===== config.mk =====
export PLATFORM = sky130hd
export DESIGN_NAME = nfa_word_acceptance_top
export DESIGN_NICKNAME = d
export VERILOG_FILES = /design/src/hw/rtl/nwa_pkg.sv /design/src/hw/rtl/nwa_cell.sv /design/src/hw/rtl/nfa_word_acceptance_top.sv
export SDC_FILE = /design/constraint.sdc
export NUM_CORES = 2
export LEC_CHECK = 0
export BUFFER_PORTS_ARGS = -buffer_cell sky130_fd_sc_hd__buf_2
export CAP_MARGIN = 0
export CORE_AREA = 2 2 356 446
export CTS_BUF_LIST = sky130_fd_sc_hd__clkbuf_2
export DETAILED_ROUTE_END_ITERATION = 7
export DIE_AREA = 0 0 358 448
export GPL_ROUTABILITY_DRIVEN = 0
export PLACE_DENSITY = 0.68
export SLEW_MARGIN = 20
export SYNTH_ARGS = -nofsm -noshare
export SYNTH_HDL_FRONTEND = slang
export SYNTH_SLANG_ARGS = --single-unit

===== constraint.sdc =====
create_clock -name clock -period 5.66 [get_ports clock]
set_input_delay 0 -clock clock [delete_from_list [all_inputs] [get_ports clock]]
set_output_delay 0 -clock clock [all_outputs]
set_load 0.005 [all_outputs]

===== src/hw/rtl/nwa_pkg.sv =====
// Shared types, codes and defaults of the NFA word acceptor.
package nwa_pkg;

   localparam int MAX_STATES_DEF = 16;
   localparam int MAX_EDGES_DEF  = 64;

   localparam int STATE_W    = 4;
   localparam int SYM_W      = 8;
   localparam int MASK_W     = 16;
   localparam int CSR_IDX_W  = 1;
   localparam int CSR_DATA_W = 16;

   typedef enum logic [1:0] {
      OP_ADD    = 2'd0,
      OP_START  = 2'd1,
      OP_SYMBOL = 2'd2,
      OP_CLEAR  = 2'd3
   } op_type;

   typedef enum logic [CSR_IDX_W-1:0] {
      CSR_START_STATE = 1'b0,
      CSR_FINAL_MASK  = 1'b1
   } csr_index_type;

   typedef enum logic [1:0] {
      CTL_IDLE  = 2'b01,
      CTL_SWEEP = 2'b10
   } ctl_state_type;

   // transition being loaded, broadcast to every cell
   typedef struct packed {
      logic               we;
      logic [STATE_W-1:0] source;
      logic [SYM_W-1:0]   label;
      logic [STATE_W-1:0] target;
   } edge_load_type;

endpackage


===== src/hw/rtl/nwa_cell.sv =====
// One transition cell: holds a stored edge and folds its target into the passing set.
module nwa_cell #(
   parameter int MAX_STATES = nwa_pkg::MAX_STATES_DEF,
   parameter int MAX_EDGES  = nwa_pkg::MAX_EDGES_DEF,
   parameter int INDEX      = 0
) (
   input  logic                          clock,
   input  logic                          reset,
   input  nwa_pkg::edge_load_type        load_i,
   input  logic [$clog2(MAX_EDGES+1)-1:0] count_i,
   input  logic [MAX_STATES-1:0]         live_i,
   input  logic [nwa_pkg::SYM_W-1:0]     sym_i,
   input  logic                          wave_i,
   input  logic [MAX_STATES-1:0]         acc_i,
   output logic                          wave_o,
   output logic [MAX_STATES-1:0]         acc_o
);

   localparam int CntW = $clog2(MAX_EDGES + 1);

   logic [nwa_pkg::STATE_W-1:0] src_ff, tgt_ff;
   logic [nwa_pkg::SYM_W-1:0]   lab_ff;
   logic                        wave_ff, wave_in;
   logic [MAX_STATES-1:0]       acc_ff, acc_in;
   logic [MAX_STATES-1:0]       src_dec, tgt_dec;
   logic                        hit;

   // one-hot decode; indexes past the state count decode to nothing
   always_comb begin
      for (int k = 0; k < MAX_STATES; k++) begin
         src_dec[k] = (32'(src_ff) == k);
         tgt_dec[k] = (32'(tgt_ff) == k);
      end
   end

   assign hit     = (CntW'(INDEX) < count_i) && (lab_ff == sym_i) && ((live_i & src_dec) != '0);
   assign acc_in  = acc_i | (hit ? tgt_dec : '0);
   assign wave_in = wave_i;

   always_ff @(posedge clock) begin
      if (load_i.we && (count_i == CntW'(INDEX))) begin
         src_ff <= load_i.source;
         lab_ff <= load_i.label;
         tgt_ff <= load_i.target;
      end
   end

   always_ff @(posedge clock) begin
      if (reset) begin
         wave_ff <= 1'b0;
      end else begin
         wave_ff <= wave_in;
      end
   end

   always_ff @(posedge clock) begin
      acc_ff <= acc_in;
   end

   assign wave_o = wave_ff;
   assign acc_o  = acc_ff;

endmodule


===== src/hw/rtl/nfa_word_acceptance_top.sv =====
// NFA word acceptor: control, live set, settings and the row of transition cells.
// Add, start and clear words: rsp_valid pulses in the cycle right after the accepting edge.
// Symbol words: the wave bit passes launch_ff and each cell's register, then rsp_valid pulses;
//   the new set ripples through the MAX_EDGES cells one per cycle; busy stays high until then.
// A new word is taken in the cycle the previous result shows; the receiver cannot stall.
// Reset clears the live set, edge count, start_state and final_mask; stored edges are kept.
module nfa_word_acceptance_top #(
   parameter int MAX_STATES = nwa_pkg::MAX_STATES_DEF,
   parameter int MAX_EDGES  = nwa_pkg::MAX_EDGES_DEF
) (
   input  logic                             clock,
   input  logic                             reset,
   // word input
   input  logic                             start,
   output logic                             busy,
   input  logic [1:0]                       req_op,
   input  logic [nwa_pkg::STATE_W-1:0]      req_from_state,
   input  logic [nwa_pkg::SYM_W-1:0]        req_symbol,
   input  logic [nwa_pkg::STATE_W-1:0]      req_to_state,
   // result output
   output logic                             rsp_valid,
   output logic                             rsp_accepted,
   output logic                             rsp_no_live_path,
   output logic                             rsp_table_full,
   // settings write port
   input  logic                             csr_we,
   input  logic [nwa_pkg::CSR_IDX_W-1:0]    csr_index,
   input  logic [nwa_pkg::CSR_DATA_W-1:0]   csr_wdata
);

   localparam int CntW  = $clog2(MAX_EDGES + 1);
   localparam int WideW = MAX_STATES + nwa_pkg::MASK_W;

   nwa_pkg::ctl_state_type state_ff, state_in;
   logic [CntW-1:0]               count_ff, count_in;
   logic [MAX_STATES-1:0]         active_ff, active_in;
   logic [nwa_pkg::STATE_W-1:0]   start_ff;
   logic [nwa_pkg::MASK_W-1:0]    mask_ff;
   logic [nwa_pkg::SYM_W-1:0]     sym_ff, sym_in;
   logic                          launch_ff, launch_in;
   logic                          rsp_valid_ff, rsp_valid_in;
   logic                          rsp_accepted_ff, rsp_accepted_in;
   logic                          rsp_no_live_ff, rsp_no_live_in;
   logic                          rsp_full_ff, rsp_full_in;

   logic                          accept;
   logic                          go_sweep;
   logic                          table_full;
   nwa_pkg::op_type               op;
   nwa_pkg::edge_load_type        load;
   logic [MAX_STATES-1:0]         start_dec;
   logic [WideW-1:0]              mask_wide;
   logic [MAX_STATES-1:0]         mask_eff;

   // cell chain links: index 0 feeds the first cell, the last one is the tail
   logic                          wave_w [MAX_EDGES+1];
   logic [MAX_STATES-1:0]         acc_w  [MAX_EDGES+1];

   assign op         = nwa_pkg::op_type'(req_op);
   assign busy       = (state_ff == nwa_pkg::CTL_SWEEP);
   assign accept     = start && !busy;
   assign go_sweep   = accept && (op == nwa_pkg::OP_SYMBOL);
   assign table_full = (count_ff == CntW'(MAX_EDGES));

   // final_mask bits past the state count are ignored
   assign mask_wide = WideW'(mask_ff);
   assign mask_eff  = mask_wide[MAX_STATES-1:0];

   // start state as a one-hot set; empty when the index names no state
   always_comb begin
      for (int k = 0; k < MAX_STATES; k++) begin
         start_dec[k] = (32'(start_ff) == k);
      end
   end

   // new edge goes into the cell whose index equals the current count
   always_comb begin
      load.we     = accept && (op == nwa_pkg::OP_ADD) && !table_full;
      load.source = req_from_state;
      load.label  = req_symbol;
      load.target = req_to_state;
   end

   // ---- transition cells ----
   // The symbol and live set stay put during a sweep; a wave bit walks the row,
   // each cell ORs in its target when its edge fires, and the tail holds the new set.
   assign wave_w[0] = launch_ff;
   assign acc_w[0]  = '0;

   for (genvar i = 0; i < MAX_EDGES; i++) begin : g_cell
      nwa_cell #(
         .MAX_STATES (MAX_STATES),
         .MAX_EDGES  (MAX_EDGES),
         .INDEX      (i)
      ) u_cell (
         .clock   (clock),
         .reset   (reset),
         .load_i  (load),
         .count_i (count_ff),
         .live_i  (active_ff),
         .sym_i   (sym_ff),
         .wave_i  (wave_w[i]),
         .acc_i   (acc_w[i]),
         .wave_o  (wave_w[i+1]),
         .acc_o   (acc_w[i+1])
      );
   end

   // ---- control ----
   always_comb begin
      state_in = state_ff;
      unique case (state_ff)
         nwa_pkg::CTL_IDLE: begin
            if (go_sweep) state_in = nwa_pkg::CTL_SWEEP;
         end
         nwa_pkg::CTL_SWEEP: begin
            if (wave_w[MAX_EDGES]) state_in = nwa_pkg::CTL_IDLE;
         end
         default: state_in = nwa_pkg::CTL_IDLE;
      endcase
   end

   assign launch_in = go_sweep;
   assign sym_in    = go_sweep ? req_symbol : sym_ff;

   // live set, edge count and the result word
   always_comb begin
      active_in    = active_ff;
      count_in     = count_ff;
      rsp_valid_in = 1'b0;
      rsp_full_in  = 1'b0;
      if (accept) begin
         unique case (op)
            nwa_pkg::OP_ADD: begin
               rsp_valid_in = 1'b1;
               rsp_full_in  = table_full;
               if (!table_full) count_in = count_ff + CntW'(1);
            end
            nwa_pkg::OP_START: begin
               rsp_valid_in = 1'b1;
               active_in    = start_dec;
            end
            nwa_pkg::OP_SYMBOL: begin
               // result comes from the tail of the row
            end
            nwa_pkg::OP_CLEAR: begin
               rsp_valid_in = 1'b1;
               count_in     = '0;
            end
         endcase
      end else if (busy && wave_w[MAX_EDGES]) begin
         rsp_valid_in = 1'b1;
         active_in    = acc_w[MAX_EDGES];
      end
      rsp_accepted_in = ((active_in & mask_eff) != '0);
      rsp_no_live_in  = (active_in == '0);
   end

   always_ff @(posedge clock) begin
      if (reset) begin
         state_ff     <= nwa_pkg::CTL_IDLE;
         count_ff     <= '0;
         active_ff    <= '0;
         start_ff     <= '0;
         mask_ff      <= '0;
         launch_ff    <= 1'b0;
         rsp_valid_ff <= 1'b0;
      end else begin
         state_ff     <= state_in;
         count_ff     <= count_in;
         active_ff    <= active_in;
         launch_ff    <= launch_in;
         rsp_valid_ff <= rsp_valid_in;
         if (csr_we) begin
            unique case (nwa_pkg::csr_index_type'(csr_index))
               nwa_pkg::CSR_START_STATE: start_ff <= csr_wdata[nwa_pkg::STATE_W-1:0];
               nwa_pkg::CSR_FINAL_MASK:  mask_ff  <= csr_wdata[nwa_pkg::MASK_W-1:0];
            endcase
         end
      end
   end

   // payload registers, no reset needed
   always_ff @(posedge clock) begin
      sym_ff          <= sym_in;
      rsp_accepted_ff <= rsp_accepted_in;
      rsp_no_live_ff  <= rsp_no_live_in;
      rsp_full_ff     <= rsp_full_in;
   end

   assign rsp_valid        = rsp_valid_ff;
   assign rsp_accepted     = rsp_accepted_ff;
   assign rsp_no_live_path = rsp_no_live_ff;
   assign rsp_table_full   = rsp_full_ff;

endmodule


=== Word-level counts from Yosys, hierarchy flattened ===
Index checks and enable logic that the tools add are counted.

* Shift operators: 0
* Bitwise operators: 129
* $add $sub $neg: 1
* Muxes and demuxes: 74
* Reductions and logical operators: 403
* Equal/unequal tests: 2071
* Order comparisons: 64
* Divide/modulo/power cells: 0
* Multipliers: 0

{| class="wikitable"
|+ Operator list
! operator !! count
|-
| $eq A4 B4 Y1 const B || 1032
|-
| $eq A4 B3 Y1 const B || 516
|-
| $mux W16 || 66
|-
| $and A16 B16 Y16 || 65
|-
| $reduce_bool A16 Y1 || 65
|-
| $eq A4 B2 Y1 const B || 258
|-
| $or A16 B16 Y16 || 63
|-
| $eq A4 B1 Y1 const B || 129
|-
| $logic_not A4 Y1 || 129
|-
| $eq A8 B8 Y1 || 64
|-
| $eq A7 B6 Y1 const B || 32
|-
| $lt A6 B7 Y1 const A || 32
|-
| $logic_and A1 B1 Y1 || 197
|-
| $eq A7 B5 Y1 const B || 16
|-
| $lt A5 B7 Y1 const A || 16
|-
| $eq A7 B4 Y1 const B || 8
|-
| $lt A4 B7 Y1 const A || 8
|-
| $eq A7 B3 Y1 const B || 4
|-
| $lt A3 B7 Y1 const A || 4
|-
| $logic_not A16 Y1 || 1
|-
| $eq A7 B2 Y1 const B || 2
|-
| $lt A1 B7 Y1 const A || 2
|-
| $lt A2 B7 Y1 const A || 2
|-
| $pmux W7 S2 || 1
|-
| other kinds (19) || 30
|}

* Input bits: 39
* Memory bits (read-only): 0
* Output and inout bits: 5
* Bits in writable memories: 0
* Bits in registers: 2170
* Bits in latches: 0
* Memories kept: 0

=== Depth between registers and ports, before layout ===
* Word-level depth: 6
* Gate-level depth with buffers: 9
* Depth with buffers taken out: 7

=== Worst setup path before layout ===
No wires, ideal clock.

* Path type: flip-flop to flip-flop
* Start point: register state_ff[0]
* End point: register g_cell[43].u_cell.lab_ff[0] (netlist name) (enable)
* Data required time: 5.230 ns
* Clock period less this slack: 3.565 ns
* Stages on the path, launching flop included: 10
* Path buffers: 4
* Setup slack: 2.095 ns
* Data arrival time: 3.134 ns
* Cells stage by stage: dfxtp_1 > nand2b_1 > buf_2 > and2_1 > buf_2 > buf_2 > and3_1 > clkbuf_1 > nand2_1 > nor4_1

* Word-level cells in the longest chain between the ends: 6

{| class="wikitable"
|+ Ends and longest elaborated chain
! element !! RTL line !! source
|-
| start: declaration || nfa_word_acceptance_top.sv:34 || <nowiki>nwa_pkg::ctl_state_type state_ff, state_in;</nowiki>
|-
| start signal: assignment || nfa_word_acceptance_top.sv:161 || <nowiki>state_ff <= nwa_pkg::CTL_IDLE;</nowiki>
|-
| start signal: assignment || nfa_word_acceptance_top.sv:169 || <nowiki>state_ff <= state_in;</nowiki>
|-
| $eq A2 B2 Y1 || nfa_word_acceptance_top.sv:60 || <nowiki>assign busy = (state_ff == nwa_pkg::CTL_SWEEP);</nowiki>
|-
| $logic_not A1 Y1 || nfa_word_acceptance_top.sv:61 || <nowiki>assign accept = start && !busy;</nowiki>
|-
| $logic_and A1 B1 Y1 || nfa_word_acceptance_top.sv:61 ||
|-
| $logic_and A1 B1 Y1 (2 in a row) || nfa_word_acceptance_top.sv:78 || <nowiki>load.we = accept && (op == nwa_pkg::OP_ADD) && !table_full;</nowiki>
|-
| $logic_and A1 B1 Y1 || nwa_cell.sv:41 || <nowiki>if (load_i.we && (count_i == CntW'(INDEX))) begin</nowiki>
|-
| end signal: assignment || nwa_cell.sv:43 || <nowiki>lab_ff <= load_i.label;</nowiki>
|-
| end: declaration || nwa_cell.sv:22 || <nowiki>logic [nwa_pkg::SYM_W-1:0] lab_ff;</nowiki>
|}

No other way between the ends.
A chain may end at the register's enable or synchronous reset.

=== Worst setup path in the final report ===
* Start point: register state_ff[0]
* End point: register g_cell[24].u_cell.src_ff[1] (netlist name) (enable)

* Word-level cells in the longest chain between the ends: 6

{| class="wikitable"
|+ Ends and longest elaborated chain
! element !! RTL line !! source
|-
| $eq A2 B2 Y1 || nfa_word_acceptance_top.sv:60 ||
|-
| $logic_not A1 Y1 || nfa_word_acceptance_top.sv:61 ||
|-
| $logic_and A1 B1 Y1 || nfa_word_acceptance_top.sv:61 ||
|-
| $logic_and A1 B1 Y1 (2 in a row) || nfa_word_acceptance_top.sv:78 ||
|-
| $logic_and A1 B1 Y1 || nwa_cell.sv:41 ||
|-
| end signal: assignment || nwa_cell.sv:42 || <nowiki>src_ff <= load_i.source;</nowiki>
|-
| end: declaration || nwa_cell.sv:21 || <nowiki>logic [nwa_pkg::STATE_W-1:0] src_ff, tgt_ff;</nowiki>
|}

No other way between the ends.

==> metrics <==
status=completed; clk_lat worst skew=1910 ps; Core Box Area=156,000 µm²; row count=162; crit path DAT=5440 ps; DR vias=50,900; total grt overflow=0; Pins Over Slew Limit=0; syn nets=5,618; initial antenna violation count=6; mapped cell area=82,400 µm²; Crit path required time=7210 ps; final wirelength=209 mm; clk sinks=2,170; Fin Hold WS=302 ps; H-tree Lvls=5; Detailed Routing Iterations Pass 1=7; Layout Nets=6,217; largest net degree at the start of global routing=86; first-pass GRT wire length=314 mm; dpl ws=1810 ps; CTS Hold Bufs=160; I/O Pins=44; Critical Path Max Stage Delay=780 ps; GRT Resource Usage Total=26.1%; Crit Path Max Fanout=17; synthesized flop and latch total=2,170; fmax=0.257 GHz; HP Class=primary input to register; period utilization=68.8%; Hold Path Stages=5; Hold Path End=g_cell[29].u_cell.lab_ff[4]$_DFFE_PP_; Pwr Density=295 nW/µm²; Core Util, Final=58.7%; r2r startpoint=state_ff[0]$_SDFFE_PP1P_; Max Cap Viol=0; leak pwr=38.6 nW; syn_area_per_cell=14.8 µm²; most used flip-flop cell after synthesis=dfxtp_1; Post-synth ARST share=0%; Final Hold Viols=0; reg2reg end=g_cell[24].u_cell.src_ff[1]$_DFFE_PP_; vias in the first global route=53,200; Warnings, synthesis=0; Die Span X=358 µm; unrepaired setup endpoints after global routing=false; register-to-register setup slack=1770 ps; number of buffers inserted by post-CTS setup repair=0; most common cell after layout, fill and taps aside=dfxtp_1; drt via density=5.92; number of synthesized flops with an enable pin=1,032; Rel. slew slack=10.6%; CTS tree=done; post-route minimum period=3890 ps; P&R area growth vs syn=10.9%; post-cts sizing count=0; Die H=448 µm; CP max-delay cell=and2_1; Root Driver=clkbuf_2; Crit Path Class=register to register; Setup crit start kind=register; input/output buffers=43; Slew @ Worst Pin=1330 ps; Clock Pin Slew Worst Setup and Hold Paths=130 ps; min-delay src=req_symbol[4]; Synth cell types=83; Max Root-Sink Buffers=4; Pwr Total=27.0 mW; setup tns final=0 ps; post-route ant nets=0; Setup violations, final=0; share of cells above drive strength 1=24.1%; clk_skew=135 ps; peak supply drop=220 µV; CP endpoint kind=register; most frequent cells in the layout=1,121 x dfxtp_1, 1,032 x edfxtp_1, 728 x clkbuf_2, 692 x a21o_1, 304 x xor2_1; Routed wire per std cell=24.3 µm; TritonCTS buffer count=489; Final WS setup=1770 ps; initial DRC count=4,816; DPL Wire Length=123 mm; R2R cell count=6; DR DRC count=0; Die ar.=160,000 µm²; register area share after synthesis=65.3%; crit-path cells=nand2b_1, and2_1, and3_1, nand3_1, nor2_1, buf_4; initial core utilization=52.9%; cell count after synthesis=5,575
## through the flow
stage / cells / cell area (µm²)
floorplan: 5575 / 82400
global placement: 7571 / 85200
detailed placement: 7573 / 85200
CTS: 8606 / 91300
global route: 8608 / 91300
finish: 8608 / 91300
## synthesized netlist by cell type, types with 10 or more instances
master | instances | share of area (%)
a211oi_1 | 12 | 0.11
xor2_1 | 304 | 3.2
dfxtp_1 | 1138 | 28
buf_2 | 56 | 0.34
o21ai_0 | 11 | 0.067
nor4_1 | 109 | 0.83
nand4_1 | 60 | 0.46
edfxtp_1 | 1032 | 38
buf_4 | 29 | 0.26
a311o_1 | 10 | 0.12
mux2_2 | 29 | 0.40
and4b_1 | 10 | 0.12
a31o_1 | 67 | 0.71
a31o_2 | 183 | 1.9
nand3_1 | 30 | 0.18
nor3b_1 | 52 | 0.47
nor3_1 | 91 | 0.55
xnor2_1 | 209 | 2.2
a41o_1 | 20 | 0.24
nor4_2 | 16 | 0.24
nand4_2 | 13 | 0.20
a21oi_1 | 41 | 0.25
nand2b_1 | 17 | 0.13
mux2i_1 | 46 | 0.56
and3_1 | 21 | 0.16
mux4_2 | 289 | 7.9
a21o_1 | 692 | 6.3
nor2b_1 | 208 | 1.6
o21bai_1 | 48 | 0.44
nor2_1 | 202 | 0.92
inv_1 | 41 | 0.19
nand2_1 | 162 | 0.74
clkbuf_1 | 126 | 0.57
nor4b_2 | 14 | 0.26
## report_power, final
part           total, mW  switching (mW)  internal (mW)
combinational       1.05           0.628          0.418
sequential          16.5          0.0968           16.4
clock               9.41            5.89           3.52
## per-layer routing
metal  part of all wire, %  track usage (%)  up-vias
met2                    51             45.1     2455
met4                   3.9             11.8        4
li1                      -                -    22600
met5                 0.010                0        -
met1                    37             31.0    25300
met3                   8.4             5.84      560
## state kept, by name (all words and copies together) (netlist names), 8 cells and up
signal / cells
g_cell.u_cell.acc_o: 1024
g_cell.u_cell.lab_ff: 512
g_cell.u_cell.src_ff: 256
g_cell.u_cell.tgt_ff: 256
g_cell.u_cell.wave_o: 64
active_ff: 16
mask_eff: 16
sym_ff: 8
## area by class of cell
cell class,count,area (µm²)
fillers,12300,64300
flip-flops and latches,2170,53800
multi-input cells,3135,27400
clock buffers,728,3640
repair buffers,337,3100
well taps,2050,2560
clock inverters,145,653
inverters,41,154
diodes,2,5.00
## worst max-delay path by stage
stage | start | slack [ps] | end
global placement | state_ff[0]$_SDFFE_PP1P_ | 1930 | g_cell[51].u_cell.tgt_ff[0]$_DFFE_PP_
floorplan | state_ff[0]$_SDFFE_PP1P_ | 2100 | g_cell[43].u_cell.lab_ff[0]$_DFFE_PP_
finish | state_ff[0]$_SDFFE_PP1P_ | 1770 | g_cell[24].u_cell.src_ff[1]$_DFFE_PP_
CTS | state_ff[0]$_SDFFE_PP1P_ | 1760 | g_cell[51].u_cell.lab_ff[5]$_DFFE_PP_
detailed placement | state_ff[0]$_SDFFE_PP1P_ | 1810 | g_cell[51].u_cell.tgt_ff[0]$_DFFE_PP_
global route | state_ff[0]$_SDFFE_PP1P_ | 1680 | g_cell[24].u_cell.src_ff[1]$_DFFE_PP_
## critical path, delay by kind of cell (launching register included)
kind	cells	cell delay, ps
buffers and inverters	1	330
AND/OR/NAND/NOR	5	2890
flip-flops	1	350
## kinds of logic (layout without fill, tap and decap cells)
| kind of cell | Yosys count | count (layout) | share of synthesized area (%) |
|---|---|---|---|
| other cells | 0 | 2 | 0 |
| flops | 2170 | 2170 | 65.3 |
| fa+ha+maj | 4 | 4 | 0.0607 |
| simple gates | 1103 | 1103 | 7.94 |
| buf+inv | 270 | 1251 | 1.55 |
| xor+xnor | 513 | 513 | 5.45 |
| mux | 364 | 364 | 8.85 |
| compound gates | 1151 | 1151 | 10.9 |
No activity file was read; power rests on OpenSTA's default activity.
